==> src/rtl/core/etp_pkg.sv <==
// shared types, constants and codes for the exclusive-time call stack profiler
package etp_pkg;

  localparam int NUM_FUNCS_DEF   = 64;
  localparam int STACK_DEPTH_DEF = 64;

  localparam int MODE_W   = 2;
  localparam int ID_W     = 6;
  localparam int TIME_W   = 32;
  localparam int CHILD_W  = 33;
  localparam int TOTAL_W  = 40;
  localparam int STATUS_W = 2;

  localparam int QUEUE_DEPTH = 2;

  localparam logic [CHILD_W-1:0] CHILD_MAX = '1;
  localparam logic [TOTAL_W-1:0] TOTAL_MAX = '1;

  typedef enum logic [MODE_W-1:0] {
    MODE_START = 2'd0,
    MODE_END   = 2'd1,
    MODE_READ  = 2'd2
  } mode_t;

  typedef enum logic [STATUS_W-1:0] {
    ST_OK       = 2'd0,
    ST_OVERFLOW = 2'd1,
    ST_EMPTY    = 2'd2
  } status_t;

  typedef enum logic [1:0] {
    OP_PUSH = 2'd0,
    OP_POP  = 2'd1,
    OP_READ = 2'd2,
    OP_NONE = 2'd3
  } op_t;

  typedef struct packed {
    op_t               op;
    logic [ID_W-1:0]   id;
    logic [TIME_W-1:0] evt_time;
    logic              id_ok;
    status_t           status;
  } cmd_t;

  typedef struct packed {
    logic clearing;
  } bk_stat_t;

  typedef enum logic [2:0] {
    BK_CLEAR,
    BK_IDLE,
    BK_END_SPAN,
    BK_END_CHILD,
    BK_END_TOTAL,
    BK_READ
  } back_state_t;

endpackage

==> src/rtl/core/etp_if.sv <==
// valid/ready channel interfaces for events and results
interface etp_in_if;
  logic                       valid;
  logic                       ready;
  logic [etp_pkg::MODE_W-1:0] mode;
  logic [etp_pkg::ID_W-1:0]   func_id;
  logic [etp_pkg::TIME_W-1:0] event_time;

  modport source (output valid, mode, func_id, event_time, input ready);
  modport sink (input valid, mode, func_id, event_time, output ready);
endinterface


==> src/rtl/core/etp_front.sv <==
// front part: accepts events, tracks stack depth and classifies each transaction
module etp_front #(
  parameter int NUM_FUNCS   = etp_pkg::NUM_FUNCS_DEF,
  parameter int STACK_DEPTH = etp_pkg::STACK_DEPTH_DEF
) (
  input  logic              clk,
  input  logic              rst_n,
  etp_in_if.sink            in_ch,
  input  etp_pkg::bk_stat_t bk_stat,
  input  logic              q_full,
  output logic              q_push,
  output etp_pkg::cmd_t     q_cmd
);
  import etp_pkg::*;

  localparam int DW = $clog2(STACK_DEPTH + 1);

  logic [DW-1:0] depth_r, depth_nxt;

  assign in_ch.ready = !q_full && !bk_stat.clearing;
  assign q_push      = in_ch.valid && in_ch.ready;

  always_comb begin
    q_cmd.op       = OP_NONE;
    q_cmd.id       = in_ch.func_id;
    q_cmd.evt_time = in_ch.event_time;
    q_cmd.id_ok    = (32'(in_ch.func_id) < NUM_FUNCS);
    q_cmd.status   = ST_OK;
    depth_nxt      = depth_r;
    case (in_ch.mode)
      MODE_START: begin
        if (depth_r == DW'(STACK_DEPTH)) begin
          q_cmd.status = ST_OVERFLOW;
        end else begin
          q_cmd.op = OP_PUSH;
          if (q_push) begin
            depth_nxt = depth_r + 1'b1;
          end
        end
      end
      MODE_END: begin
        if (depth_r == '0) begin
          q_cmd.status = ST_EMPTY;
        end else begin
          q_cmd.op = OP_POP;
          if (q_push) begin
            depth_nxt = depth_r - 1'b1;
          end
        end
      end
      MODE_READ: begin
        q_cmd.op = OP_READ;
      end
      default: begin
        q_cmd.op = OP_NONE;
      end
    endcase
  end

  always_ff @(posedge clk) begin
    if (!rst_n) begin
      depth_r <= '0;
    end else begin
      depth_r <= depth_nxt;
    end
  end

endmodule

==> src/flat_wrapper.sv <==
// flat-port wrapper written by rule: the top's interface ports become plain ports
module etp_front_flat import etp_pkg::*;
#(
  parameter int NUM_FUNCS   = etp_pkg::NUM_FUNCS_DEF,
  parameter int STACK_DEPTH = etp_pkg::STACK_DEPTH_DEF
)
  (clk, rst_n, bk_stat, q_full, q_push, q_cmd, in_ch_valid, in_ch_mode, in_ch_func_id, in_ch_event_time, in_ch_ready);
  etp_in_if in_ch_i ();
  input  logic clk;
  input  logic rst_n;
  input  etp_pkg::bk_stat_t bk_stat;
  input  logic q_full;
  output logic q_push;
  output etp_pkg::cmd_t q_cmd;
  input wire logic [$bits(in_ch_i.valid)-1:0] in_ch_valid;
  input wire logic [$bits(in_ch_i.mode)-1:0] in_ch_mode;
  input wire logic [$bits(in_ch_i.func_id)-1:0] in_ch_func_id;
  input wire logic [$bits(in_ch_i.event_time)-1:0] in_ch_event_time;
  output wire logic [$bits(in_ch_i.ready)-1:0] in_ch_ready;
  assign in_ch_i.valid = in_ch_valid;
  assign in_ch_i.mode = in_ch_mode;
  assign in_ch_i.func_id = in_ch_func_id;
  assign in_ch_i.event_time = in_ch_event_time;
  assign in_ch_ready = in_ch_i.ready;
  etp_front #(.NUM_FUNCS(NUM_FUNCS), .STACK_DEPTH(STACK_DEPTH)) u_core (.clk(clk), .rst_n(rst_n), .in_ch(in_ch_i), .bk_stat(bk_stat), .q_full(q_full), .q_push(q_push), .q_cmd(q_cmd));
endmodule
==> config.mk <==
export PLATFORM = sky130hd
export DESIGN_NAME = etp_front_flat
export DESIGN_NICKNAME = d
export VERILOG_FILES = /design/src/rtl/core/etp_pkg.sv /design/src/rtl/core/etp_if.sv /design/src/rtl/core/etp_front.sv /design/src/flat_wrapper.sv
export SDC_FILE = /design/constraint.sdc
export NUM_CORES = 1
export LEC_CHECK = 0
export BUFFER_PORTS_ARGS = -buffer_cell sky130_fd_sc_hd__buf_2
export CAP_MARGIN = 20
export CORE_ASPECT_RATIO = 1.1
export CORE_MARGIN = 2
export CORE_UTILIZATION = 35
export DETAILED_ROUTE_END_ITERATION = 8
export GPL_TIMING_DRIVEN = 0
export PLACE_DENSITY = 0.83
export SKIP_LAST_GASP = 1
export SYNTH_ARGS = -nofsm -noshare
export SYNTH_HDL_FRONTEND = slang
export SYNTH_SLANG_ARGS = --single-unit
==> constraint.sdc <==
create_clock -name clk -period 2.2 [get_ports clk]
set_input_delay 0.44 -clock clk [delete_from_list [all_inputs] [get_ports clk]]
set_output_delay 0.44 -clock clk [all_outputs]
set_load 0.1 [all_outputs]
==> run_results.csv, run 1 <==
group,metric,value,unit
drt,routedWlPerCell,9.54,um
layout,area_growth,40.2,%
logic_synthesis,synth-compound-area-share,0.0943,
clocking,cts.path.max_buffers,2,
drt,drtIter0Drc,12,
drt,vias,897,
logic_synthesis,synth.area.top_cells,"buf_4, dfxtp_1, mux2i_1",
placed_design,numPortBuffers,50,
logic_synthesis,synth_fa_ha_area_frac,0.0145,
timing,layout_min_cycle_time,2.11,ns
clocking,cts_root_buf,"clkbuf_4",
floorplanning,start_util,0.375,
logic_synthesis,synth_cells,110,
logic_synthesis,ys_ff_latch,7,
logic_synthesis,synth-xor-area-share,0.0305,
layout,largest_reg_flops,7,
logic_synthesis,yosysWarnings,0,
floorplanning,num_rows,18,
clocking,cts_hold_buf,0,
timing,tightest_slew,0.797,ns
logic_synthesis,syn_area,862,um^2
grt,overflow,0,
grt,grt_pass1_vias,652,
timing,drv_slew,0,
timing,clock.fmax,474,MHz
pwr,vdd_drop_max,330,uV
drt,routed_wl,1850,um
drt,via_per_inst,4.62,
layout,n_antenna_cell,0,
floorplanning,ioPinCount,90,
clocking,clock-sinks,7,
logic_synthesis,syn_nets,156,
logic_synthesis,yosys.area.top_type_share,0.348,
grt,grt_pass1_wl,2820,um
layout,fin_nets,211,
clocking,numCtsBuffers,3,
drt,drc,0,
layout,largestRegisters,"u_core.depth_r x7",
placed_design,place_area,1170,um^2
logic_synthesis,syn_avg_cell_area,7.84,um^2
timing,grt_setup_unrepaired,"false",
clocking,clkTransAtPathRegs,0.05,ns
logic_synthesis,ys_seq_area_frac,0.163,
grt,antenna_found_initial,0,
layout,fin_area,1210,um^2
run_status,status,"finished clean",
grt,grt_use_total,0.121,
logic_synthesis,synthSimpleGateAreaFrac,0.257,
timing,hold_viol,0,
placed_design,gp_congestion,0.760,
timing,setup_violations,0,
critical_path,crit_path_start_kind,"register",
critical_path,worstPathArrival,1.67,ns
pwr,power.density,579,nW/um^2
pwr,leakage,0.624,nW
drt,ant_nets,0,
clocking,h-tree-depth,1,
floorplanning,core_area,2300,um^2
grt,grt_max_degree,11,
layout,top_register,"u_core.depth_r",
timing,relSlewSlack,0.461,
drt,dr.pass1.iters,4,
critical_path,cp_max_fo,7,
timing,min_period_over_period,0.959,
logic_synthesis,synthMuxAreaShare,0.0581,
logic_synthesis,synth_top_family_by_area,"buffers and inverters",
floorplanning,chipHeight,56.1,um
critical_path,path_class,"reg -> out",
timing,fin_skew,0.00333,ns
clocking,clock_latency,0.25,ns
critical_path,required,1.76,ns
logic_synthesis,synth.distinct_cells,34,
run,cap_violations,0,
floorplanning,dieWidth,51.3,um
placed_design,hpwl,1550,um
floorplanning,die-area,2880,um^2
layout,drive_gt1_frac,0.628,
min_path,hold_class,"in -> reg",
clocking,cts_tree,"yes",
timing,whs,0.468,ns
logic_synthesis,yosysTopAreaCell,"buf_4",
critical_path,endpoint_kind,"output port",
placed cells by master (no fill, tap or decap), types with 2 or more instances in the layout:
| cell | instances |
|---|---|
| mux2i_1 | 5 |
| nor2_1 | 4 |
| and2_1 | 2 |
| clkbuf_4 | 3 |
| nand3_1 | 2 |
| buf_6 | 2 |
| nand4_1 | 2 |
| and3_1 | 2 |
| buf_4 | 44 |
| nand2b_1 | 6 |
| dfxtp_1 | 7 |
| xnor2_1 | 2 |
| buf_2 | 46 |
| a21oi_1 | 4 |
| nand2_1 | 8 |
layout make-up:
class,instances,area (um^2)
Fill cell,221,1090
Multi-Input combinational cell,60,418
Buffer,42,323
Timing Repair Buffer,50,260
Sequential cell,7,140
Tap cell,30,37.5
Clock buffer,4,26.3
Inverter,1,3.75
power by group:
| part | internal [mW] | switching (mW) | total [mW] | leakage (nW) |
|---|---|---|---|---|
| registers | 0.128 | 0.00269 | 0.131 | 0.0565 |
| logic | 0.0943 | 0.359 | 0.453 | 0.552 |
| clock network | 0.0691 | 0.0458 | 0.115 | 0.0150 |
kinds of logic after synthesis:
family	after synthesis
AO/OA/AOI/OAI	11
XOR/XNOR	3
adder cells (fa/ha/maj)	1
buffers and inverters	43
flip-flops	7
multiplexers	5
other	1
AND/OR/NAND/NOR	39
per-stage QoR:
stage               instances  power [mW]  setup slack (ns)  utilization  TNS, ns
CTS                       194       0.706            0.0175        0.523        0
finish                    194       0.699            0.0909        0.526        0
floorplan                 110       0.538            -0.290            -   -0.290
global placement          190       0.583             0.214        0.508        0
detailed placement        190       0.586             0.173        0.508        0
global route              194       0.728           0.00583        0.526        0
critical path, cell delays in order, from the launching register on:
cell,delay [ns]
dfxtp_1,0.37
nor4_2,0.32
and2_1,0.20
nand3b_1,0.12
nor2_2,0.10
buf_4,0.29
timing repair:
action	CTS	global route
setup buffers	0	0
resized for setup	4	1
pin swaps	0	0
gates cloned	0	0
setup endpoints to repair	4	3
cell usage after synthesis (all sizes together):
cell,number
or3,1
buf,42
nand2,8
xnor2,2
nand3,2
nand3b,1
a211oi,1
and3b,1
dfxtp,7
nor4b,1
a21o,1
inv,1
nor2b,1
nor3b,1
and2,3
mux2i,5
nand4,2
and4b,1
nand2b,6
o2bb2ai,1
nor4,1
and3,2
conb,1
nor2,6
ha,1
or4b,1
xor2,1
a21oi,4
a31o,1
nor3,1
a31oi,1
a22oi,1
a221oi,1
final timing paths:
kind,from,end,slack (ns),depth (start not counted)
hold reg to reg,u_core.depth_r[6],u_core.depth_r[6],0.54,2
setup / recovery,u_core.depth_r[1],q_cmd[0],0.09,5
hold / removal,rst_n,u_core.depth_r[2],0.47,3
setup reg to reg,u_core.depth_r[1],u_core.depth_r[6],0.46,4
per-layer routing:
layer,up-vias,share of wire,track usage
met4,0,0.015,0.0451
met2,64,0.49,0.210
li1,442,-,-
met5,-,0,0
met3,3,0.14,0.0215
met1,388,0.35,0.146
No activity file was read; power rests on OpenSTA's default activity.
==> run 2, diff against run 1 <==
--- a/config.mk
+++ b/config.mk
@@ -13,6 +13,7 @@
 export DETAILED_ROUTE_END_ITERATION = 8
 export GPL_TIMING_DRIVEN = 0
 export PLACE_DENSITY = 0.83
+export REMOVE_ABC_BUFFERS = 1
 export SKIP_LAST_GASP = 1
 export SYNTH_ARGS = -nofsm -noshare
 export SYNTH_HDL_FRONTEND = slang
==> run_results.csv, run 2 (synthesized netlist as in run 1, its figures left out) <==
group,metric,value,unit
placed_design,hpwl,2570,um
pwr,pwr-share-clk,0.346,
timing,drv_slew,0,
floorplanning,dieWidth,51.3,um
pwr,switchingPower,121,uW
clocking,cts_hold_buf,0,
layout,multi_input_area,407,um^2
critical_path,endpoint_kind,"output port",
grt,grt_pass1_vias,580,
pwr,seqPwrFrac,0.382,
clocking,clkTransAtPathRegs,0.05,ns
timing,tns,0,ns
clocking,clock-sinks,7,
drt,via_per_inst,5.75,
drt,dr.pass1.iters,4,
critical_path,r2r_end,"u_core.depth_r[6]",
layout,fill_cells,250,
layout,area_growth,-19.4,%
grt,antenna_found_initial,0,
clocking,clock_latency,0.25,ns
pwr,power.total,343,uW
pwr,leakage,0.272,nW
layout,largestRegisters,"u_core.depth_r x7",
min_path,hold_class,"reg -> reg",
timing,tightest_slew,0.781,ns
clocking,cts_resized,3,
critical_path,crit_path_start_kind,"register",
run_status,status,"finished clean",
critical_path,cp_max_fo,7,
drt,routed_wl,3030,um
clocking,numCtsBuffers,3,
timing,relSlewSlack,0.472,
floorplanning,chipHeight,56.1,um
timing,clock.fmax,477,MHz
critical_path,crit_start,"u_core.depth_r[1]",
grt,grt_use_total,0.215,
clocking,cts_tree,"yes",
timing,layout_min_cycle_time,2.10,ns
layout,top_register,"u_core.depth_r",
grt,overflow,0,
timing,setup_violations,0,
critical_path,path_class,"reg -> out",
clocking,postCtsSetupBuffers,0,
drt,vias,656,
layout,fin_nets,131,
placed_design,gp_congestion,0.940,
pwr,vdd_drop_max,225,uV
critical_path,reg2regPathDepth,4,
timing,fin_skew,0.000475,ns
critical_path,reg2reg_slack,0.46,ns
pwr,switching_share,0.353,
floorplanning,start_util,0.375,
floorplanning,num_rows,18,
floorplanning,ioPinCount,90,
clocking,h-tree-depth,1,
layout,n_antenna_cell,0,
critical_path,reg2reg_from,"u_core.depth_r[1]",
layout,utilization,0.302,
pwr,intPower,222,uW
drt,drtIter0Drc,24,
timing,min_period_over_period,0.953,
critical_path,required,1.76,ns
floorplanning,die-area,2880,um^2
floorplanning,core_area,2300,um^2
pwr,power.density,494,nW/um^2
pwr,comb_power_share,0.272,
drt,drc,0,
critical_path,cp-endpoint,"q_cmd[41]",
drt,routedWlPerCell,26.6,um
layout,drive_gt1_frac,0.238,
critical_path,worstPathArrival,1.66,ns
run,cap_violations,0,
placed_design,numPortBuffers,12,
clocking,cts.path.max_buffers,2,
layout,largest_reg_flops,7,
clocking,cts_root_buf,"clkbuf_4",
grt,grt_max_degree,13,
layout,final_cell_mix,"nand2_1, buf_2, dfxtp_1",
layout,regArea,140,um^2
drt,ant_nets,0,
timing,hold_viol,0,
grt,grt_pass1_wl,4130,um
## run 2: cell count changes in the layout (fill, tap and decap cells not counted)
cell,change
clkbuf_4,+1
buf_6,-1
clkbuf_8,+1
and2_1,+1
nor2_2,-1
and2_2,-1
nor2_4,-1
buf_4,-43
buf_2,-38
nor2_1,+2
## run 2: critical path: stages (launching register included)
cell	delay (ns)
dfxtp_1	0.38
nor4_2	0.33
and2_1	0.21
nand3b_1	0.11
nand2b_1	0.09
buf_4	0.28
## run 2: power by group through the flow
stage	clock, mW	combinational, mW	sequential (mW)
floorplan	0	0.0705	0.133
global placement	0	0.0864	0.133
detailed placement	0	0.0888	0.134
CTS	0.123	0.0904	0.131
global route	0.133	0.0987	0.131
finish	0.119	0.0933	0.131
## run 2: per-stage QoR
stage	std cells	hold WS (ns)	cell area, um^2	setup WS [ns]
3_5_place_dp	110	0.526	637	0.0576
3_3_place_gp	110	0.505	637	0.135
4_1_cts	114	0.537	671	0.0179
5_1_grt	114	0.543	694	-0.0286
2_1_floorplan	68	0.479	539	-1.28
6_report	114	0.544	694	0.104
## run 2: area by class of cell
class	instances	share of cell area
Tap cell	30	0.0541
Inverter	1	0.00541
Sequential cell	7	0.202
Timing Repair Buffer	12	0.115
Clock buffer	4	0.0378
Multi-Input combinational cell	60	0.586
## run 2: worst min path at each step
stage	from	depth (start not counted)	slack [ns]	endpoint
after floorplan	u_core.depth_r[6]	2	0.48	u_core.depth_r[6]
after global placement	u_core.depth_r[6]	2	0.51	u_core.depth_r[6]
after detailed placement	u_core.depth_r[6]	2	0.53	u_core.depth_r[6]
after CTS	u_core.depth_r[6]	2	0.54	u_core.depth_r[6]
after global routing	rst_n	2	0.54	u_core.depth_r[1]
final	u_core.depth_r[6]	2	0.54	u_core.depth_r[6]
## run 2: layer usage
| metal | up-vias | share of wire | GRT usage |
|---|---|---|---|
| met5 | - | 0 | 0.0208 |
| met4 | 0 | 0.040 | 0.109 |
| met3 | 10 | 0.31 | 0.296 |
| met2 | 78 | 0.38 | 0.271 |
| met1 | 288 | 0.26 | 0.179 |
| li1 | 280 | - | - |
