**config.mk**
```make
export PLATFORM = sky130hd
export DESIGN_NAME = etp_queue
export DESIGN_NICKNAME = d
export VERILOG_FILES = /design/src/rtl/core/etp_pkg.sv /design/src/rtl/core/etp_queue.sv
export SDC_FILE = /design/constraint.sdc
export NUM_CORES = 1
export LEC_CHECK = 0
export BUFFER_PORTS_ARGS = -buffer_cell sky130_fd_sc_hd__buf_2
export CAP_MARGIN = 20
export CELL_PAD_IN_SITES_DETAIL_PLACEMENT = 2
export CELL_PAD_IN_SITES_GLOBAL_PLACEMENT = 2
export CORE_MARGIN = 2
export CORE_UTILIZATION = 40
export CTS_CLUSTER_DIAMETER = 60
export DETAILED_ROUTE_END_ITERATION = 12
export PLACE_DENSITY = 0.85
export SYNTH_ARGS = -nofsm -noshare
export SYNTH_HDL_FRONTEND = slang
export SYNTH_SLANG_ARGS = --single-unit
```
**constraint.sdc**
```tcl
create_clock -name clk -period 5.89 [get_ports clk]
set_input_delay 1.767 -clock clk [delete_from_list [all_inputs] [get_ports clk]]
set_output_delay 1.767 -clock clk [all_outputs]
set_load 0.01 [all_outputs]
```
**src/rtl/core/etp_pkg.sv**
```systemverilog
// shared types, constants and codes for the exclusive-time call stack profiler
package etp_pkg;

  localparam int NUM_FUNCS_DEF   = 64;
  localparam int STACK_DEPTH_DEF = 64;

  localparam int MODE_W   = 2;
  localparam int ID_W     = 6;
  localparam int TIME_W   = 32;
  localparam int CHILD_W  = 33;
  localparam int TOTAL_W  = 40;
  localparam int STATUS_W = 2;

  localparam int QUEUE_DEPTH = 2;

  localparam logic [CHILD_W-1:0] CHILD_MAX = '1;
  localparam logic [TOTAL_W-1:0] TOTAL_MAX = '1;

  typedef enum logic [MODE_W-1:0] {
    MODE_START = 2'd0,
    MODE_END   = 2'd1,
    MODE_READ  = 2'd2
  } mode_t;

  typedef enum logic [STATUS_W-1:0] {
    ST_OK       = 2'd0,
    ST_OVERFLOW = 2'd1,
    ST_EMPTY    = 2'd2
  } status_t;

  typedef enum logic [1:0] {
    OP_PUSH = 2'd0,
    OP_POP  = 2'd1,
    OP_READ = 2'd2,
    OP_NONE = 2'd3
  } op_t;

  typedef struct packed {
    op_t               op;
    logic [ID_W-1:0]   id;
    logic [TIME_W-1:0] evt_time;
    logic              id_ok;
    status_t           status;
  } cmd_t;

  typedef struct packed {
    logic clearing;
  } bk_stat_t;

  typedef enum logic [2:0] {
    BK_CLEAR,
    BK_IDLE,
    BK_END_SPAN,
    BK_END_CHILD,
    BK_END_TOTAL,
    BK_READ
  } back_state_t;

endpackage

```
**src/rtl/core/etp_queue.sv**
```systemverilog
// short command queue between the front and back parts
module etp_queue (
  input  logic          clk,
  input  logic          rst_n,
  input  logic          push,
  input  etp_pkg::cmd_t cmd_in,
  input  logic          pop,
  output logic          full,
  output logic          empty,
  output etp_pkg::cmd_t cmd_out
);
  import etp_pkg::*;

  localparam int QAW = (QUEUE_DEPTH > 1) ? $clog2(QUEUE_DEPTH) : 1;
  localparam int CW  = $clog2(QUEUE_DEPTH + 1);

  cmd_t             entry_r [QUEUE_DEPTH];
  logic [QAW-1:0]   wr_ptr_r, wr_ptr_nxt;
  logic [QAW-1:0]   rd_ptr_r, rd_ptr_nxt;
  logic [CW-1:0]    count_r, count_nxt;
  logic             do_push, do_pop;

  assign full    = (count_r == CW'(QUEUE_DEPTH));
  assign empty   = (count_r == '0);
  assign do_push = push && !full;
  assign do_pop  = pop && !empty;
  assign cmd_out = entry_r[rd_ptr_r];

  always_comb begin
    wr_ptr_nxt = wr_ptr_r;
    rd_ptr_nxt = rd_ptr_r;
    count_nxt  = count_r;
    if (do_push) begin
      wr_ptr_nxt = (wr_ptr_r == QAW'(QUEUE_DEPTH - 1)) ? '0 : wr_ptr_r + 1'b1;
    end
    if (do_pop) begin
      rd_ptr_nxt = (rd_ptr_r == QAW'(QUEUE_DEPTH - 1)) ? '0 : rd_ptr_r + 1'b1;
    end
    if (do_push && !do_pop) begin
      count_nxt = count_r + 1'b1;
    end else if (do_pop && !do_push) begin
      count_nxt = count_r - 1'b1;
    end
  end

  always_ff @(posedge clk) begin
    if (!rst_n) begin
      wr_ptr_r <= '0;
      rd_ptr_r <= '0;
      count_r  <= '0;
    end else begin
      wr_ptr_r <= wr_ptr_nxt;
      rd_ptr_r <= rd_ptr_nxt;
      count_r  <= count_nxt;
    end
  end

  always_ff @(posedge clk) begin
    if (do_push) begin
      entry_r[wr_ptr_r] <= cmd_in;
    end
  end

endmodule

```
==> impl_metrics.toml, run 1 <==
[outcome]
outcome = "completed"

[timing]
hold_viol = 0
finClkSkew_ns = 0.00669
fin_tns_setup_ns = 0
fin_crit_sh_pct = 63.2
worstMarginPinSlew_ns = 1.05
final.min_clock_period_ns = 3.72
finalSetupViolations = 0
rsz0062_at_grt = "no"
maxSlewViolCount = 0
relSlewSlack_pct = 30.0
clock.fmax_mhz = 269

[job]
maxCapViolations = 0

[synth]
synth.area.top_cells = "edfxtp_1, mux2_2, dfxtp_1"
synth_top_cell_by_area = "edfxtp_1"
synth_top_area_share_pct = 77.4
ys_seq_area_share_pct = 80.4
synth_edf_count = 86
syn_area_mm2 = 0.00334
synth_ff_type = "edfxtp_1"
async_flop_share_pct = 0
yosys-top-cells-count = "edfxtp_1, mux2_2, dfxtp_1"
synth_nets = 207
synth_warnings = 0
synth_most_common_cell = "edfxtp_1"
ys_ff_latch = 91
synth_cells = 159
synth_cell_types = 21
synth.avg_cell_area_um2 = 21.0

[detailed_routing]
met3_length_um = 318
drt_wl_total_mm = 6.87
vias_per_cell = 4.72
route.met2.wl_mm = 3.71
top_layer_used = "met4"
drc_errors = 0
firstDrtPassIters = 4
wl_per_cell_um = 18.7
drt-initial-drc-count = 66
wl_met1_mm = 2.77
antenna_left = 0
via_count = 1736

[die]
io_pins = 92
die_area_mm2 = 0.00909
die_y_um = 95.3
initial_utilization_pct = 41.0
rows = 33
die-width_um = 95.3
core-area_mm2 = 0.00813

[critical_path]
cp.arrival_ns = 1.96
startpoint_type = "flop"
worstSetupPathType = "reg -> out"
cp.required_ns = 4.12
r2r_cells = 4
worstPathMaxFanout = 43
endpoint_kind = "output port"

[grt]
grt_start_max_net_pins = 44
first_global_vias = 1965
grt_pass1_wl_mm = 10.3
gr-total-overflow = 0
track_usage_pct = 15.7
antenna_found_initial = 0

[placement]
gp_congestion = 0.650
hpwlAfterDp_mm = 4.61
numPortBuffers = 91

[cts]
clkLatencyLatePin_ns = 0.34
h-tree-depth = 3
path_clk_slew_ns = 0.08
ctsResizeCount = 0
clkSinkCount = 91
cts_hold_buf = 0
cts_inserted_buffers = 9
cts_tree = "yes"
postCtsSetupBuffers = 0
clk_path_buf_depth = 2
root_buffer = "clkbuf_8"

[finish]
final_nets = 306
antenna_cells = 0
drive_above_1_share_pct = 58.9
area_growth_pct = 24.1
utilization_pct = 50.9
nFillCells = 765

[min_path]
holdCritPathClass = "reg -> reg"
worstHoldPathCells = 2

[pwr]
power_leakage_nw = 1.55
ir_worst_vdd_v = 0.000173
power_density_mw_per_mm2 = 423
==> cell usage in the layout (no fill, tap or decap), types with 2 or more instances in the layout <==
| master | synthesis | final |
|---|---|---|
| buf_2 | 1 | 91 |
| bufinv_16 | 0 | 2 |
| dfxtp_1 | 5 | 4 |
| clkbuf_8 | 0 | 9 |
| and2_1 | 3 | 3 |
| nor2_1 | 2 | 2 |
| clkinv_2 | 0 | 2 |
| xnor2_1 | 2 | 2 |
| edfxtp_1 | 86 | 86 |
| mux2_2 | 43 | 43 |
==> registers in the layout, indices dropped and copies added (netlist names), named ones only <==
register	flops
entry_r	86
wr_ptr_r	1
count_r	2
rd_ptr_r	1
==> cell families after synthesis <==
group | share of synthesized area (%)
mux | 14.5
xor+xnor | 0.788
buf+inv | 1.27
fa+ha+maj | 0.375
simple gates | 1.65
compound gates | 0.975
flops | 80.4
==> layer usage <==
| metal | track usage (%) | up-vias |
|---|---|---|
| met4 | 6.88 | 0 |
| met5 | 0 | - |
| li1 | - | 818 |
| met2 | 27.4 | 50 |
| met3 | 3.24 | 6 |
| met1 | 18.9 | 862 |
==> layout make-up <==
type                    instances  area, um2  area share [%]
clock inverters                 7       91.3            2.21
clock buffers                   9        124            2.99
well taps                     105        131            3.17
inverters                       2       7.51           0.181
repair buffers                 93        483            11.7
multi-input cells              61        618            14.9
flip-flops and latches         91       2680            64.8
==> worst max-delay path, cell delays in order, from the launching register on <==
cell	delay, ns
dfxtp_2	1.03
mux2_2	0.43
buf_2	0.14
==> worst paths after layout <==
path         slack (ns)        from             end
max                2.17        flop     cmd_out[12]
min                0.56  count_r[1]      count_r[1]
max reg2reg        3.61  count_r[0]  entry_r[0][21]
min reg2reg        0.56  count_r[1]      count_r[1]
==> stage by stage <==
step                setup WS (ns)  cells  cell area, um2  hold slack, ns  total power (W)
floorplan                    1.89    159            3340           0.483          0.00115
global placement             2.33    351            3900           0.508          0.00130
detailed placement           2.27    351            3900           0.535          0.00132
CTS                          2.10    367            4120           0.557          0.00178
global route                 2.03    368            4140           0.580          0.00184
finish                       2.17    368            4140           0.556          0.00175
==> where the power goes <==
group / internal, W / switching, W
Clock: 0.000238 / 0.000213
Combinational: 0.000211 / 0.000202
Sequential: 0.000814 / 0.0000724
(Power assumes the default switching activity.)
==> run 2: changes to the inputs <==
--- a/config.mk
+++ b/config.mk
@@ -10,10 +10,10 @@
 export CELL_PAD_IN_SITES_DETAIL_PLACEMENT = 2
 export CELL_PAD_IN_SITES_GLOBAL_PLACEMENT = 2
 export CORE_MARGIN = 2
-export CORE_UTILIZATION = 40
+export CORE_UTILIZATION = 34
 export CTS_CLUSTER_DIAMETER = 60
 export DETAILED_ROUTE_END_ITERATION = 12
-export PLACE_DENSITY = 0.85
+export PLACE_DENSITY = 0.77
 export SYNTH_ARGS = -nofsm -noshare
 export SYNTH_HDL_FRONTEND = slang
 export SYNTH_SLANG_ARGS = --single-unit
==> constraint.sdc (replaced) <==
create_clock -name clk -period 3.4 [get_ports clk]
set_input_delay 1.02 -clock clk [delete_from_list [all_inputs] [get_ports clk]]
set_output_delay 1.02 -clock clk [all_outputs]
set_load 0.01 [all_outputs]
==> impl_metrics.toml, run 2 (synthesis gave the netlist of run 1 again) <==
[pwr]
seqPwrFrac_pct = 50.3
power_frac_clock_pct = 23.4
switching_share_pct = 27.9
power_leakage_nw = 1.54
p_comb_share_pct = 26.3
power_density_mw_per_mm2 = 708
p_int_w = 0.00213
ir_worst_vdd_v = 0.000225
switchingPower_w = 0.000823

[finish]
largest_register_ffs = 86
nFillCells = 977
antenna_cells = 0
final_cell_mix = "buf_2, edfxtp_1, mux2_2"
reg.largest.list = "entry_r: 86 flops, count_r: 2 flops"
largest-register = "entry_r"
seqCellArea_mm2 = 0.00268
final_common_cell = "buf_2"
drive_above_1_share_pct = 58.6
area_growth_pct = 24.9
multiInputGateArea_um2 = 618
final_nets = 309

[detailed_routing]
met3_length_um = 376
antenna_left = 0
firstDrtPassIters = 4
drt_wl_total_mm = 6.50
drt-initial-drc-count = 47
wl_met1_mm = 2.57
drc_errors = 0
via_count = 1755
top_layer_used = "met4"
wl_per_cell_um = 16.3
route.met2.wl_mm = 3.42
vias_per_cell = 4.40

[min_path]
holdPathEnd = "count_r[1]"
worstHoldPathCells = 2
holdCritPathClass = "reg -> reg"
hold_start = "count_r[1]"

[cts]
clkSinkCount = 91
path_clk_slew_ns = 0.08
clk_path_buf_depth = 2
postCtsSetupBuffers = 0
cts_hold_buf = 0
clkLatencyLatePin_ns = 0.34
h-tree-depth = 3
cts_inserted_buffers = 9
cts_tree = "yes"
ctsResizeCount = 0
root_buffer = "clkbuf_8"

[timing]
finalSetupViolations = 0
hold_viol = 0
worstMarginPinSlew_ns = 0.667
fin_tns_setup_ns = 0
hold_ws_ns = 0.563
clock.fmax_mhz = 366
setup_slack_ns = 0.670
fin_crit_sh_pct = 80.3
final.min_clock_period_ns = 2.73
relSlewSlack_pct = 55.6
finClkSkew_ns = 0.00873
maxSlewViolCount = 0
rsz0062_at_grt = "no"

[critical_path]
reg2reg_from = "count_r[0]"
endpoint_kind = "output port"
r2r_cells = 3
worstSetupPathType = "reg -> out"
worstPathMaxFanout = 28
startpoint_type = "flop"
regToRegSetupSlack_ns = 1.49
cp.arrival_ns = 1.71
cp.required_ns = 2.38
reg2reg_to = "entry_r[1][16]"

[placement]
pre_cts_slack_ns = 0.949
numPortBuffers = 91
hpwlAfterDp_mm = 4.57
gp_congestion = 0.667

[outcome]
outcome = "completed"

[die]
io_pins = 92
core-area_mm2 = 0.00964
initial_utilization_pct = 34.6
rows = 36
die_area_mm2 = 0.0106
die_y_um = 103
die-width_um = 103

[grt]
track_usage_pct = 13.2
grt_pass1_wl_mm = 10.2
grt_start_max_net_pins = 29
first_global_vias = 1989
gr-total-overflow = 0
antenna_found_initial = 0

[job]
maxCapViolations = 0
## run 2: area by class of cell
type	count	share of cell area, %
well taps	133	3.99
clock buffers	11	3.15
multi-input cells	61	14.8
repair buffers	96	12.1
flip-flops and latches	91	64.4
inverters	2	0.180
clock inverters	5	1.29
## run 2: metrics by stage
stage                     instances  instance area [um2]  total power (W)  utilization, %
after detailed placement        383                 3980          0.00231            41.3
after global placement          383                 3980          0.00228            41.3
final                           399                 4170          0.00295            43.2
after floorplan                 159                 3340          0.00199               -
after CTS                       399                 4170          0.00301            43.2
after global routing            399                 4170          0.00312            43.2
## run 2: worst max path at each step
stage	endpoint	startpoint	depth (start not counted)
finish	cmd_out[24]	flop	3
global route	cmd_out[24]	flop	3
CTS	cmd_out[24]	flop	3
detailed placement	entry_r[1][9]	push	3
global placement	entry_r[1][9]	push	3
floorplan	entry_r[0][0]	push	2
## run 2: routing by layer
layer,vias to the layer above,global-route usage (%)
met1,872,15.6
met2,52,22.8
met4,0,5.57
met3,11,3.25
li1,820,-
met5,-,0
## run 2: power groups by stage
stage	Clock, W	Combinational (W)	Sequential, W
after floorplan	0	0.000518	0.00147
after global placement	0	0.000781	0.00150
after detailed placement	0	0.000799	0.00151
after CTS	0.000716	0.000804	0.00149
after global routing	0.000751	0.000857	0.00151
final	0.000690	0.000776	0.00148
## run 2: critical path, stage by stage, from the launching register on
cell and delay, ns:
dfxtp_2 0.59, buf_12 0.25, mux2_2 0.36, buf_2 0.14
==> run 3: changes to the inputs <==
==> constraint.sdc (replaced) <==
create_clock -name clk -period 2.51 [get_ports clk]
set_input_delay 0.753 -clock clk [delete_from_list [all_inputs] [get_ports clk]]
set_output_delay 0.753 -clock clk [all_outputs]
set_load 0.01 [all_outputs]
==> impl_metrics.toml, run 3 (synthesis gave the netlist of run 1 again) <==
[critical_path]
endpoint_kind = "output port"
path_cells = "buf_4 > mux2_2 > buf_2"
max_stage_delay_ns = 0.39
critPathTopFamily = "buffers and inverters"
cp.depth = 3
regToRegSetupSlack_ns = 0.90
worstSetupPathType = "reg -> out"
cp.required_ns = 1.76
cp.arrival_ns = 1.52
cp_num_buf_inv = 2
reg2reg_to = "count_r[1]"
crit_end = "cmd_out[26]"
reg2reg_from = "count_r[0]"
worstPathMaxFanout = 24
crit_slowest_cell = "mux2_2"
startpoint_type = "flop"
r2r_cells = 6

[grt]
gr-total-overflow = 0
antenna_found_initial = 0
grt_start_max_net_pins = 27
grt_pass1_wl_mm = 10.1
first_global_vias = 1949
track_usage_pct = 13.5

[detailed_routing]
drt-initial-drc-count = 43
drc_errors = 0
antenna_left = 0
wl_per_cell_um = 16.7
via_count = 1761
firstDrtPassIters = 4
vias_per_cell = 4.40
drt_wl_total_mm = 6.67

[finish]
final_common_cell = "buf_2"
antenna_cells = 0
area_growth_pct = 26.2
fin_area_mm2 = 0.00421
final_cell_mix = "buf_2, edfxtp_1, mux2_2"
drive_above_1_share_pct = 58.8
reg.largest.list = "entry_r: 86 flops, count_r: 2 flops"
largest-register = "entry_r"
largest_register_ffs = 86
final_nets = 310

[timing]
final.min_clock_period_ns = 2.28
clock.fmax_mhz = 439
finClkSkew_ns = 0.00529
worstMarginPinSlew_ns = 0.370
rsz0062_at_grt = "no"
hold_viol = 0
relSlewSlack_pct = 75.3
maxSlewViolCount = 0
finalSetupViolations = 0
fin_crit_sh_pct = 90.7
fin_tns_setup_ns = 0

[cts]
root_buffer = "clkbuf_8"
path_clk_slew_ns = 0.08
cts_inserted_buffers = 9
h-tree-depth = 3
clkSinkCount = 91
postCtsSetupBuffers = 0
ctsResizeCount = 0
cts_tree = "yes"
clk_path_buf_depth = 2
clkLatencyLatePin_ns = 0.35
cts_hold_buf = 0

[die]
core-area_mm2 = 0.00964
io_pins = 92
rows = 36
die_area_mm2 = 0.0106
die_y_um = 103
initial_utilization_pct = 34.6
die-width_um = 103

[pwr]
ir_worst_vdd_v = 0.000365
power_leakage_nw = 1.56
switching_share_pct = 26.8
switchingPower_w = 0.00113
p_comb_share_pct = 25.7
power_frac_clock_pct = 27.3
seqPwrFrac_pct = 47.0
power_density_mw_per_mm2 = 998
p_int_w = 0.00308

[job]
maxCapViolations = 0

[min_path]
worstHoldPathCells = 2
holdCritPathClass = "reg -> reg"

[outcome]
outcome = "completed"

[placement]
gp_congestion = 0.675
dpl_cell_area_mm2 = 0.00398
numPortBuffers = 91
hpwlAfterDp_mm = 4.61
## run 3: worst min-delay path, delay by kind of cell, from the launching register on
kind	cells	cell delay, ns
flip-flops	1	0.36
AO/OA/AOI/OAI	2	0.16
## run 3: how the worst min path moves through the flow
| stage | start | to | slack [ns] |
|---|---|---|---|
| 3_5_place_dp | count_r[1] | count_r[1] | 0.54 |
| 6_report | count_r[1] | count_r[1] | 0.56 |
| 2_1_floorplan | count_r[1] | count_r[1] | 0.48 |
| 5_1_grt | cmd_in[33] | entry_r[0][33] | 0.56 |
| 3_3_place_gp | count_r[1] | count_r[1] | 0.51 |
| 4_1_cts | count_r[1] | count_r[1] | 0.56 |
## run 3: area by class of cell
type	count	area, um2
flip-flops and latches	91	2680
inverters	2	7.51
clock inverters	5	101
repair buffers	97	500
clock buffers	11	131
multi-input cells	61	618
well taps	133	166
fillers	992	5430
## run 3: metal layers
layer | GRT usage, % | vias to the layer above | share of wire (%)
li1 | - | 818 | -
met1 | 14.8 | 884 | 38
met2 | 24.0 | 53 | 56
met3 | 4.54 | 6 | 5.2
met4 | 5.26 | 0 | 1.2
met5 | 0 | - | 0
## run 3: power groups by stage
| stage | combinational [W] | sequential, W | clock, W |
|---|---|---|---|
| after detailed placement | 0.00111 | 0.00202 | 0 |
| after CTS | 0.00112 | 0.00198 | 0.00120 |
| after floorplan | 0.000706 | 0.00199 | 0 |
| after global routing | 0.00119 | 0.00200 | 0.00125 |
| after global placement | 0.00108 | 0.00199 | 0 |
| final | 0.00108 | 0.00198 | 0.00115 |
## run 3: metrics by stage
stage	util, %	total power, W	std cells	hold WS [ns]	worst slack, ns
after floorplan	-	0.00269	159	0.483	0.187
after global placement	41.3	0.00307	384	0.514	0.607
after detailed placement	41.3	0.00313	384	0.543	0.568
after CTS	43.7	0.00430	400	0.559	0.177
after global routing	43.7	0.00444	400	0.556	0.139
final	43.7	0.00420	400	0.562	0.234
